## config.mk

```make
export PLATFORM = sky130hd
export DESIGN_NAME = sccit_sqrt_cell
export DESIGN_NICKNAME = d
export VERILOG_FILES = /design/src/design/sccit_pkg.sv /design/src/design/sccit_sqrt_cell.sv
export SDC_FILE = /design/constraint.sdc
export NUM_CORES = 1
export LEC_CHECK = 0
export BUFFER_PORTS_ARGS = -buffer_cell sky130_fd_sc_hd__buf_2
export CORE_AREA = 2 2 307 309
export DETAILED_ROUTE_END_ITERATION = 10
export DIE_AREA = 0 0 309 311
export MAX_ROUTING_LAYER = met4
export PLACE_DENSITY = 0.33
export SETUP_SLACK_MARGIN = 0.1
export SKIP_CTS_REPAIR_TIMING = 1
export SLEW_MARGIN = 20
export SYNTH_ARGS = -nofsm -noshare
export SYNTH_HDL_FRONTEND = slang
export SYNTH_SLANG_ARGS = --single-unit
export TNS_END_PERCENT = 1
```

## constraint.sdc

```tcl
create_clock -name clk_i -period 0.8 [get_ports clk_i]
set_input_delay 0.08 -clock clk_i [delete_from_list [all_inputs] [get_ports clk_i]]
set_output_delay 0.08 -clock clk_i [all_outputs]
set_load 0.01 [all_outputs]
```

## src/design/sccit_pkg.sv

```systemverilog
// Shared widths, status codes and cell payload types for the swept circle
// impact time block. No dependencies.
package sccit_pkg;

  localparam int unsigned CW  = 32;         // coordinate width
  localparam int unsigned DFW = CW + 1;     // coordinate difference width
  localparam int unsigned MGW = CW;         // magnitude of a difference
  localparam int unsigned PW  = 2 * MGW;    // one magnitude product
  localparam int unsigned AW  = PW + 1;     // a, c, |h|, e.e
  localparam int unsigned DW  = 2 * AW;     // discriminant
  localparam int unsigned RTW = AW;         // square root
  localparam int unsigned RW  = RTW + 2;    // square root partial remainder
  localparam int unsigned OTW = 17;         // impact_time port width

  typedef enum logic [1:0] {
    ST_CALC,
    ST_OVERLAP,
    ST_MISS
  } status_e;

  // Payload of one square root cell
  typedef struct packed {
    status_e         st;
    logic [AW-1:0]   a;
    logic [AW-1:0]   hm;
    logic [DW-1:0]   x;
    logic [RW-1:0]   rem;
    logic [RTW-1:0]  root;
  } sq_t;

  // Payload of one divider cell
  typedef struct packed {
    status_e         st;
    logic [AW-1:0]   a;
    logic [AW:0]     rem;
  } dv_t;

endpackage

```

## src/design/sccit_sqrt_cell.sv

```systemverilog
// One cell of the integer square root chain: settles one root bit.
// Depends on sccit_pkg.
module sccit_sqrt_cell (
  input  logic          clk_i,
  input  logic          rst_ni,
  input  logic          vld_i,
  input  sccit_pkg::sq_t d_i,
  output logic          vld_o,
  output sccit_pkg::sq_t q_o
);
  import sccit_pkg::*;

  logic [RW+1:0] cur, trial;
  logic          take;
  sq_t           d_d, d_q;
  logic          vld_q;

  always_comb begin
    cur   = {d_i.rem, d_i.x[DW-1:DW-2]};
    trial = (RW+2)'({d_i.root, 2'b01});
    take  = cur >= trial;
    d_d      = d_i;
    d_d.x    = {d_i.x[DW-3:0], 2'b00};
    d_d.rem  = take ? RW'(cur - trial) : RW'(cur);
    d_d.root = {d_i.root[RTW-2:0], take};
  end

  always_ff @(posedge clk_i or negedge rst_ni) begin
    if (!rst_ni) begin
      vld_q <= 1'b0;
    end else begin
      vld_q <= vld_i;
    end
  end

  always_ff @(posedge clk_i) begin
    d_q <= d_d;
  end

  assign vld_o = vld_q;
  assign q_o   = d_q;

endmodule

```

## Yosys cells after proc, flatten, opt, wreduce, memory -nomap -nowiden

Index checks and enable logic that the tools add are counted.

- Bits in registers: 393
- Input bits: 397
- Output and inout port bits: 395
- Word-level logic and storage cells: 10

- Add/subtract/negate cells: 1
- Magnitude comparators: 1
- Mux-type cells: 1

Operators with widths:

| kind | count |
|---|---|
| greater-or-equal comparator 69 x 67 -> 1 bit | 1 |
| 2-to-1 mux 67 bit | 1 |
| subtractor 67 bit | 1 |

## Logic depth before layout (Yosys ltp)

- Depth after elaboration: 2
- Gate-level depth with buffers: 14
- Depth with buffers taken out: 12

## Least setup slack after synthesis

OpenSTA, ideal clock, no wires.

- Kind: input port to flip-flop
- Start point: input port d_i[39] (netlist name)
- End point: register d_q, in the netlist q_o[111]
- Setup time: 0.121 ns
- Data arrival time: 2.879 ns
- Data required time: 0.679 ns
- Setup slack: -2.199 ns
- Cell stages on the path: 11
- Path buffers: 2
- Cell sequence: inv_1 -> ha_1 -> clkbuf_1 -> nand2_1 -> or3_1 -> o41a_1 -> a31o_1 -> o31a_1 -> o31ai_4 -> buf_2 -> mux2_2

RTL lines:

| what | RTL line | source |
|---|---|---|
| from (decl) | sccit_sqrt_cell.sv:7 | `input sccit_pkg::sq_t d_i,` |
| to (signal assigned) | sccit_sqrt_cell.sv:37 | `d_q <= d_d;` |
| to (decl) | sccit_sqrt_cell.sv:15 | `sq_t d_d, d_q;` |

==> impl_metrics.yaml <==
status:
  status: "finished with violations"
  violations: "hold timing, setup timing"
min_path:
  min-delay-path-class: "in2reg"
  holdPathEnd: "q_o[7]$_DFF_P_"
  min-delay-start: "d_i[6]"
  hold_path_depth: 1
grt:
  grt_pass1_wl_mm: 105.3
  antenna_found_initial: 39
  grt_pass1_vias: 14130
  grt_max_degree: 28
  gr-usage-all-layers_pct: 15.98
  grt.overflow.total: 0
pwr:
  power.density_nw_per_um2: 2061
  p_sw_share_pct: 28.04
  worst_ir_drop_vdd_mv: 1.390
  p_clk_share_pct: 38.7
  p_leak_nw: 13.62
  intPower_mw: 43.15
  comb_power_share_pct: 24.2
  seq_power_share_pct: 37.1
  switchingPower_mw: 16.81
die:
  start_util_pct: 13.88
  core_um2: 92770
  die_h_um: 311
  rows: 112
  pin_count: 792
  die_area_um2: 96100
  die_w_um: 309
placement:
  post-dp-hpwl_mm: 67.22
  portBuffers: 789
  placed_cells: 3513
  gp_congestion: 0.8633
  place_area_um2: 21030
  dp_slack_ns: -2.649
sta:
  hold_viol: 2
  max_slew.worst_pin.slew_ns: 0.4976
  fin_ws_ns: -1.841
  fmax_ghz: 0.3786
  setup-tns-final_ns: -249.53
  setup_viol: 461
  slew_headroom_pct: 66.59
  timing.final.crit_share_pct: 330.1
  final_max_slew_viol_count: 0
  hold-worst-slack_ns: -0.4237
  period_minus_slack_ns: 2.641
  rsz0062_at_grt: "true"
drt:
  drt_iter0_drc: 532
  vias_per_cell: 3.667
  wl_per_cell_um: 20.90
  antenna_left: 0
  dr.pass1.iters: 4
  drc_errors: 0
  wirelength_mm: 84.14
  vias: 14760
clocking:
  cts_root_buf: "clkbuf_16"
  numCtsBuffers: 49
  clk_pin_slew_ns: 0.06
  htree_levels: 2
  cts_tree: "done"
  cts_max_path_buffers: 3
  clock_sinks: 393
final_layout:
  stdcell_area_um2: 29100
  stdcell_count: 4026
  fin_nets: 3178
  synthToLayoutAreaGrowth_pct: 125.9
  final.fill_count: 9687
  drive_gt1_share_pct: 56.72
yosys:
  synth_cells: 1200
  synth_compound_gate_area_share_pct: 14.09
  synth-seq-cells: 393
  synth_top_family_by_area: "compound AO/OA/AOI/OAI gates"
  ys_warn_count: 0
  synth_xor_area_share_pct: 4.012
  synth-main-ff-cell: "dfxtp_1"
  async_reset_ff_share_pct: 0.2545
  syn_area_per_cell_um2: 10.73
  synthSimpleGateAreaFrac_pct: 8.870
  synth_fa_ha_area_share_pct: 6.509
  seq_area_frac_synth_pct: 61.13
  synthMuxAreaShare_pct: 1.399
  syn_area_um2: 12880
  synth_edf_count: 0
  synth_cell_types: 59
setup_path:
  cpPeakStageDelay_ns: 0.41
  crit_slowest_cell: "nor4_4"
  path_class: "in2reg"
  cp.arrival_ns: 3.14
  worstPathCellList: "buf_2 > inv_1 > ha_1 > o211ai_1 > o2bb2ai_4 > nor4_4 > o2111ai_2 > a31o_1 > o31a_1 > o31ai_4 > buf_12 > clkbuf_16 > mux2_4"
  end_kind: "flop"
  setup.worst_path.start_class: "input pin"
  cp.required_ns: 1.30
  crit_fanout: 7
job:
  drv_cap: 0
-- cells in the final DEF (no fill, tap or decap), types with 9 or more instances in the layout --
cell	n
a21o_1	41
nand4_1	18
mux2_4	12
buf_2	518
ha_1	39
dfxtp_2	246
a21oi_2	16
inv_2	12
inv_1	71
o21ai_0	29
dfxtp_1	141
and3_1	9
a21oi_1	115
clkbuf_16	53
xnor2_1	36
nor2_1	79
buf_6	260
clkbuf_8	17
o21bai_1	15
nand3_1	14
and2_1	9
nor3_1	9
dlygate4sd3_1	393
xor2_1	23
nand2b_1	9
diode_2	20
ha_4	26
nand2_1	60
buf_4	322
-- worst max-delay path: cells and delay by family --
family                     cells  cell delay, ns
AOI/OAI and AO/OA              6            1.33
and+or+nand+nor                1            0.41
muxes                          1            0.30
buffers and inverters          4            0.61
adders and majority gates      1            0.37
-- cells in the mapped netlist (6+ instances only) --
cell	number	area share, %
a21o_1	41	2.4
mux2_2	6	0.52
a21oi_1	131	5.1
o21bai_1	15	0.87
and2_1	9	0.44
and3_1	10	0.49
mux2_1	10	0.87
nand2b_1	9	0.44
o21ai_0	37	1.4
dfxtp_1	392	61
or3_1	6	0.29
buf_2	15	0.58
nor3_1	12	0.47
a221oi_1	7	0.48
clkbuf_1	26	0.76
inv_1	86	2.5
xnor2_1	36	2.4
ha_1	67	6.5
nand4_1	18	0.87
nand3_1	14	0.54
nor2_1	87	2.5
o21a_1	8	0.47
xor2_1	23	1.6
nand2_1	65	1.9
-- power by group through the flow --
stage / sequential (mW) / clock (mW) / combinational (mW)
floorplan: 23.0 / 0 / 3.88
global placement: 22.2 / 0 / 11.4
detailed placement: 22.2 / 0 / 11.4
CTS: 21.8 / 24.2 / 11.5
global route: 22.4 / 24.9 / 15.7
finish: 22.2 / 23.2 / 14.5
-- metal layers --
layer | global-route usage, % | up-vias | wire length [um]
met5 | - | - | 0
met4 | 4.865 | 0 | 3132
met3 | 6.600 | 111 | 6429
met2 | 27.99 | 520 | 41990
met1 | 16.11 | 6971 | 32590
li1 | - | 7162 | -
-- stage by stage --
| step | total power [mW] | util, % |
|---|---|---|
| 2_1_floorplan | 26.86 | - |
| 6_report | 59.96 | 31.37 |
| 5_1_grt | 62.89 | 31.37 |
| 3_3_place_gp | 33.66 | 22.67 |
| 3_5_place_dp | 33.56 | 22.67 |
| 4_1_cts | 57.50 | 24.49 |
-- worst max-delay path by stage --
stage | slack, ns | depth (start not counted) | startpoint | to
6_report | -1.84 | 13 | d_i[9] | q_o[110]$_DFF_P_
5_1_grt | -1.91 | 14 | d_i[2] | q_o[116]$_DFF_P_
4_1_cts | -2.01 | 17 | d_i[10] | q_o[124]$_DFF_P_
3_5_place_dp | -2.65 | 17 | d_i[10] | q_o[124]$_DFF_P_
3_3_place_gp | -2.70 | 17 | d_i[10] | q_o[124]$_DFF_P_
2_1_floorplan | -1.96 | 13 | d_i[7] | q_o[101]$_DFF_P_
-- area by class of cell --
class	instances	area, um^2	share of cell area [%]
clock inverters	18	188.9	0.6493
inverters	86	335.3	1.152
repair buffers	1505	12110	41.62
well taps	1254	1569	5.392
multi-input cells	679	5144	17.68
diodes	20	50.05	0.1720
flip-flops and latches	393	8199	28.18
clock buffers	71	1500	5.156
-- cell families (layout without fill, tap and decap cells) --
| family | Yosys count | after routing |
|---|---|---|
| other cells | 1 | 22 |
| simple gates | 245 | 245 |
| xor+xnor | 59 | 59 |
| flops | 393 | 393 |
| compound gates | 290 | 290 |
| fa+ha+maj | 67 | 67 |
| mux | 16 | 16 |
| buf+inv | 129 | 1680 |
-- sequential cells by signal (all words and copies together), names as in the netlist --
register,count
q_o,392
vld_o,1
Power figures use the tool's default switching activity.
