===== src/design/sccit_pkg.sv =====
// Shared widths, status codes and cell payload types for the swept circle
// impact time block. No dependencies.
package sccit_pkg;

  localparam int unsigned CW  = 32;         // coordinate width
  localparam int unsigned DFW = CW + 1;     // coordinate difference width
  localparam int unsigned MGW = CW;         // magnitude of a difference
  localparam int unsigned PW  = 2 * MGW;    // one magnitude product
  localparam int unsigned AW  = PW + 1;     // a, c, |h|, e.e
  localparam int unsigned DW  = 2 * AW;     // discriminant
  localparam int unsigned RTW = AW;         // square root
  localparam int unsigned RW  = RTW + 2;    // square root partial remainder
  localparam int unsigned OTW = 17;         // impact_time port width

  typedef enum logic [1:0] {
    ST_CALC,
    ST_OVERLAP,
    ST_MISS
  } status_e;

  // Payload of one square root cell
  typedef struct packed {
    status_e         st;
    logic [AW-1:0]   a;
    logic [AW-1:0]   hm;
    logic [DW-1:0]   x;
    logic [RW-1:0]   rem;
    logic [RTW-1:0]  root;
  } sq_t;

  // Payload of one divider cell
  typedef struct packed {
    status_e         st;
    logic [AW-1:0]   a;
    logic [AW:0]     rem;
  } dv_t;

endpackage


===== src/design/sccit_div_cell.sv =====
// One cell of the restoring divider chain: settles one quotient bit.
// Depends on sccit_pkg.
module sccit_div_cell #(
  parameter int unsigned QW = 17
) (
  input  logic           clk_i,
  input  logic           rst_ni,
  input  logic           vld_i,
  input  sccit_pkg::dv_t d_i,
  input  logic [QW-1:0]  quo_i,
  output logic           vld_o,
  output sccit_pkg::dv_t q_o,
  output logic [QW-1:0]  quo_o
);
  import sccit_pkg::*;

  logic          take;
  logic [AW:0]   r2;
  dv_t           d_d, d_q;
  logic [QW-1:0] quo_q;
  logic          vld_q;

  always_comb begin
    take    = d_i.rem >= (AW+1)'(d_i.a);
    r2      = take ? d_i.rem - (AW+1)'(d_i.a) : d_i.rem;
    d_d     = d_i;
    d_d.rem = {r2[AW-1:0], 1'b0};
  end

  always_ff @(posedge clk_i or negedge rst_ni) begin
    if (!rst_ni) begin
      vld_q <= 1'b0;
    end else begin
      vld_q <= vld_i;
    end
  end

  always_ff @(posedge clk_i) begin
    d_q   <= d_d;
    quo_q <= {quo_i[QW-2:0], take};
  end

  assign vld_o = vld_q;
  assign q_o   = d_q;
  assign quo_o = quo_q;

endmodule


===== config.mk =====
export PLATFORM = sky130hd
export DESIGN_NAME = sccit_div_cell
export DESIGN_NICKNAME = d
export VERILOG_FILES = /design/src/design/sccit_pkg.sv /design/src/design/sccit_div_cell.sv
export SDC_FILE = /design/constraint.sdc
export NUM_CORES = 1
export LEC_CHECK = 0
export ABC_CLOCK_PERIOD_IN_PS = 1140
export BUFFER_PORTS_ARGS = -buffer_cell sky130_fd_sc_hd__buf_2
export CAP_MARGIN = 40
export CORE_MARGIN = 4
export CORE_UTILIZATION = 53
export CTS_BUF_LIST = sky130_fd_sc_hd__clkbuf_16
export DETAILED_ROUTE_END_ITERATION = 6
export PLACE_DENSITY = 0.86
export SLEW_MARGIN = 30
export SYNTH_ARGS = -nofsm -noshare
export SYNTH_HDL_FRONTEND = slang
export SYNTH_SLANG_ARGS = --single-unit

===== constraint.sdc =====
create_clock -name clk_i -period 1.14 [get_ports clk_i]
set_clock_uncertainty 0.15 [all_clocks]
set_input_delay 0.057 -clock clk_i [delete_from_list [all_inputs] [get_ports clk_i]]
set_output_delay 0.057 -clock clk_i [all_outputs]
set_load 0.02 [all_outputs]

==> results.sh, run 1 <==
export IMPL_outcome="stopped before the end"
export IMPL_lastStage="clock tree synthesis"
export IMPL_first_error="[ERROR DPL-0033] detailed placement checks failed during check placement."
export IMPL_cts_hold_buffers=146
export IMPL_synth_top_flop_cell="sky130_fd_sc_hd__dfxtp_1"
export IMPL_synth_top_cells_by_area="sky130_fd_sc_hd__dfxtp_1 38%, sky130_fd_sc_hd__ha_1 10%, sky130_fd_sc_hd__o21ai_0 5.6%"
export IMPL_synth_warning_count=0
export IMPL_netlist_cell_type_count=65
export IMPL_synth_area_leader_cell="sky130_fd_sc_hd__dfxtp_1"
export IMPL_gpl_final_weighted_congestion=0.937
export IMPL_initial_utilization_pct=54.1
export IMPL_die_width_microns=130
export IMPL_fraction_of_post_synthesis_cell_area_in_the_top_cell_type_by_area_pct=37.8
export IMPL_synthesis_instances=949
export IMPL_ys_seq_area_share_pct=38.1
export IMPL_synth_nets=1168
export IMPL_synth_edf_count=0
export IMPL_detailedPlacementHpwl_mm=22.5
export IMPL_post_cts_resized=97
export IMPL_cts_buffers_inserted=17
export IMPL_io_buffers=301
export IMPL_synth_seq_cells=150
export IMPL_ctsHtreeMaxLevel=4
export IMPL_cts_root_buffer="sky130_fd_sc_hd__clkbuf_16"
export IMPL_cts_setup_buffers=12
export IMPL_die_h_microns=130
export IMPL_num_rows=44
export IMPL_ios=304
export IMPL_synthesized_area_per_cell_sq_um=8.32
export IMPL_max_clock_path_buffers=2
export IMPL_asyncSetResetFlopFracSynth_pct=0.667
export IMPL_clkSinkCount=150
export IMPL_synth_cell_area_sq_um=7900
==> per-stage QoR <==
stage,hold slack (ns),utilization (%),setup slack [ns],cell area (sq um),cells
3_3_place_gp,-0.319,79.5,-2.02,11600,1675
3_5_place_dp,-0.316,79.5,-2.07,11600,1675
2_1_floorplan,-0.389,-,-1.84,7940,949
==> Yosys cell counts (all sizes together) (3+ instances only) <==
master,number
dfxtp,149
nand2,111
o21ai,102
inv,90
a21oi,80
ha,65
nor2,34
xnor2,32
a21o,25
nand4,25
clkbuf,24
xor2,24
nand3,23
nor3,17
o21bai,16
buf,15
and3,9
a211oi,8
a31oi,8
o211ai,8
o21a,7
or3,7
nand2b,6
and2,5
nor2b,4
nor4,4
o31ai,4
a211o,3
a221o,3
a22o,3
o2111ai,3
or4,3
==> cells by family after synthesis <==
logic type,share of synthesized area [%]
AND/OR/NAND/NOR,15.4
other,0.0475
AO/OA/AOI/OAI,22.3
adder cells (fa/ha/maj),10.6
buffers and inverters,6.91
flip-flops,38.1
multiplexers,0.539
XOR/XNOR,6.21
==> run 2, diff against run 1 <==
CORE_UTILIZATION = 40   (was 53)
CTS_BUF_LIST = unset   (was sky130_fd_sc_hd__clkbuf_16)
PLACE_DENSITY = unset   (was 0.86)
PLACE_DENSITY_LB_ADDON = 0.15   (was unset)
==> results.sh, run 2 <==
export IMPL_outcome="finished with violations"
export IMPL_violations="hold timing, setup timing"
export IMPL_synth_most_common_cell="sky130_fd_sc_hd__dfxtp_1"
export IMPL_cts_buffers_inserted=17
export IMPL_cp_end_kind="flip-flop"
export IMPL_report_final_setup_viol=70
export IMPL_ys_seq_area_share_pct=38.1
export IMPL_max_cap_violations=0
export IMPL_grt_first_pass_wirelength_mm=47.9
export IMPL_globalRouteOverflowTotal=0
export IMPL_relSlewSlack_pct=65.7
export IMPL_placed_cells_incl_taps=1764
export IMPL_drt_first_iter_violations=540
export IMPL_clkSlewWorstSetupHoldPaths_ns=0.06
export IMPL_fin_crit_sh_pct=238
export IMPL_initial_utilization_pct=40.6
export IMPL_placed_cell_area_sq_um=11800
export IMPL_hold_path_end="q_o[2]"
export IMPL_clkSinkCount=150
export IMPL_first_global_vias=9995
export IMPL_cp_slowest_stage_delay_ns=0.41
export IMPL_count_of_tritonroute_iterations_in_the_first_routing_pass=5
export IMPL_critical_path_cell_chain="buf_12, inv_12, ha_4, inv_2, fa_2, a211oi_2, o211ai_1, a311oi_2, nor3_2, o2111ai_2, nand2_2, a211oi_4, buf_6, clkbuf_16, mux2_4"
export IMPL_fraction_of_post_synthesis_cell_area_in_the_top_cell_type_by_area_pct=37.8
export IMPL_report_final_slew_viol_count=0
export IMPL_grt_max_degree=24
export IMPL_design_area_sq_um=14900
export IMPL_leakagePower_nw=7.45
export IMPL_worst_endpoint_required_ns=1.30
export IMPL_vdd_drop_max_mv=1.05
export IMPL_wirelength_met1_mm=12.9
export IMPL_synthesis_instances=949
export IMPL_postRouteWirelength_mm=32.5
export IMPL_gpl_final_weighted_congestion=0.923
export IMPL_totalPowerFinal_mw=19.5
export IMPL_synth_top_cells_by_area="sky130_fd_sc_hd__dfxtp_1 38%, sky130_fd_sc_hd__ha_1 10%, sky130_fd_sc_hd__o21ai_0 5.6%"
export IMPL_synthesized_area_per_cell_sq_um=8.32
export IMPL_layout_cells_most_common="sky130_fd_sc_hd__buf_4"
export IMPL_netlist_cell_type_count=65
export IMPL_num_rows=51
export IMPL_ios=304
export IMPL_detailedPlacementHpwl_mm=21.1
export IMPL_die_h_microns=149
export IMPL_final_cell_count_no_fill=1978
export IMPL_routed_via_density=4.97
export IMPL_crit_path_top_delay_cell="sky130_fd_sc_hd__fa_2"
export IMPL_io_buffers=301
export IMPL_final_fill_count=1351
export IMPL_tritoncts="done"
export IMPL_n_antenna_cell=0
export IMPL_synth_seq_cells=150
export IMPL_design_core_area_sq_um=19500
export IMPL_asyncSetResetFlopFracSynth_pct=0.667
export IMPL_cts_root_buffer="sky130_fd_sc_hd__clkbuf_16"
export IMPL_cp_start_kind="input port"
export IMPL_post_route_cells_drive_above_1_share_pct=44.1
export IMPL_largest_register_ff_count=132
export IMPL_total_met2_wirelength_after_detailed_routing_mm=16.7
export IMPL_detailedPlace_worstSlack_ns=-2.17
export IMPL_power_density_nw_per_um2=1310
export IMPL_setup_total_negative_slack_ns=-98.38
export IMPL_synth_top_cells_by_count="149 x sky130_fd_sc_hd__dfxtp_1, 111 x sky130_fd_sc_hd__nand2_1, 89 x sky130_fd_sc_hd__inv_1, 89 x sky130_fd_sc_hd__o21ai_0, 79 x sky130_fd_sc_hd__a21oi_1"
export IMPL_synth_nets=1168
export IMPL_critical_path_class="in -> reg"
export IMPL_min_path_type="in -> reg"
export IMPL_synth_top_flop_cell="sky130_fd_sc_hd__dfxtp_1"
export IMPL_critical_path_max_fanout=4
export IMPL_min_delay_src="d_i[1]"
export IMPL_synth_edf_count=0
export IMPL_worst_slew_pin_slew_ns=0.513
export IMPL_dr_total_vias=9825
export IMPL_max_clock_path_buffers=2
export IMPL_final_setup_worst_slack_ns=-1.57
export IMPL_worstHoldPathCells=2
export IMPL_floorplan_die_area_sq_um=22100
export IMPL_top_signal_layer_used="met4"
export IMPL_layout_area_overhead_vs_synth_pct=88.9
export IMPL_die_width_microns=149
export IMPL_final_hold_viol_count=1
export IMPL_route_detailed_drc=0
export IMPL_global_route_usage_total_pct=26.8
export IMPL_wire_per_inst_microns=16.4
export IMPL_synth_cell_area_sq_um=7900
export IMPL_ctsHtreeMaxLevel=4
export IMPL_arrival_time_at_the_worst_endpoint_ns=2.87
export IMPL_synth_warning_count=0
export IMPL_layout_nets=1919
export IMPL_met3RoutedLength_mm=1.98
export IMPL_max_freq_mhz=369
export IMPL_unrepaired_setup_endpoints_after_global_routing="true"
export IMPL_holdWs_ns=-0.232
export IMPL_mostFrequentLayoutCells="339 x sky130_fd_sc_hd__buf_4, 239 x sky130_fd_sc_hd__buf_2, 151 x sky130_fd_sc_hd__dlygate4sd3_1"
export IMPL_number_of_nets_with_antenna_violations_after_detailed_routing=0
export IMPL_layout_min_cycle_time_ns=2.71
export IMPL_antenna_found_initial=0
export IMPL_synth_area_leader_cell="sky130_fd_sc_hd__dfxtp_1"
## run 2: cell counts after synthesis
No cell type changed its count.
## run 2: how the worst max path moves through the flow
stage | startpoint | to | slack, ns | cells after the start
after floorplan | d_i[0] | q_o[2] | -1.84 | 13
after global placement | d_i[0] | q_o[21] | -2.08 | 15
after detailed placement | d_i[0] | q_o[19] | -2.17 | 15
after CTS | d_i[0] | q_o[8] | -1.52 | 18
after global routing | d_i[0] | q_o[37] | -1.73 | 17
final | d_i[0] | q_o[35] | -1.57 | 15
## run 2: layout make-up
class / instances / area, sq um / share of cell area, %
Timing Repair Buffer: 771 / 5930 / 39.7
Multi-Input combinational cell: 670 / 4690 / 31.4
Sequential cell: 150 / 3030 / 20.3
Clock buffer: 18 / 429 / 2.88
Inverter: 90 / 350 / 2.35
Tap cell: 265 / 332 / 2.22
Clock inverter: 14 / 166 / 1.12
## run 2: metal layers
layer	global-route usage, %	vias up
met1	31.6	4597
met3	5.70	65
met4	8.27	0
met5	0	-
met2	48.4	340
li1	-	4823
## run 2: kinds of logic (layout without fill, tap and decap cells)
kind of cell	Yosys count	in the layout	synth area share, %
compound gates	286	286	22.3
xor+xnor	56	56	6.21
fa+ha+maj	66	66	10.6
buf+inv	129	893	6.91
flops	150	150	38.1
mux	4	4	0.539
other cells	1	1	0.0475
simple gates	257	257	15.4
## run 2: timing repair
| item | in CTS | in global routing |
|---|---|---|
| setup endpoints to repair | 80 | 123 |
| gates cloned | 7 | 8 |
| resized for setup | 80 | 166 |
| hold buffers | 147 | 4 |
| hold endpoints to repair | 150 | 4 |
| pin swaps | 21 | 44 |
| setup buffers | 14 | 10 |
## run 2: critical path, delay by kind of cell
kind | cells | cell delay, ns
compound gates | 5 | 1.25
fa+ha+maj | 2 | 0.53
buf+inv | 5 | 0.53
mux | 1 | 0.29
simple gates | 2 | 0.21
## run 2: power breakdown
| group | switching [mW] | total [mW] | leakage (nW) | internal, mW |
|---|---|---|---|---|
| Combinational | 3.76 | 7.47 | 5.90 | 3.71 |
| Clock | 2.60 | 5.90 | 0.276 | 3.30 |
| Sequential | 0.248 | 6.18 | 1.27 | 5.93 |
| Total | 6.61 | 19.5 | 7.45 | 12.9 |
## run 2: per-stage QoR
stage	utilization (%)	hold WS, ns
6_report	76.7	-0.232
5_1_grt	76.7	-0.251
4_1_cts	73.7	-0.381
3_5_place_dp	60.4	-0.317
3_3_place_gp	60.4	-0.319
2_1_floorplan	-	-0.389
No activity file was read; power rests on OpenSTA's default activity.
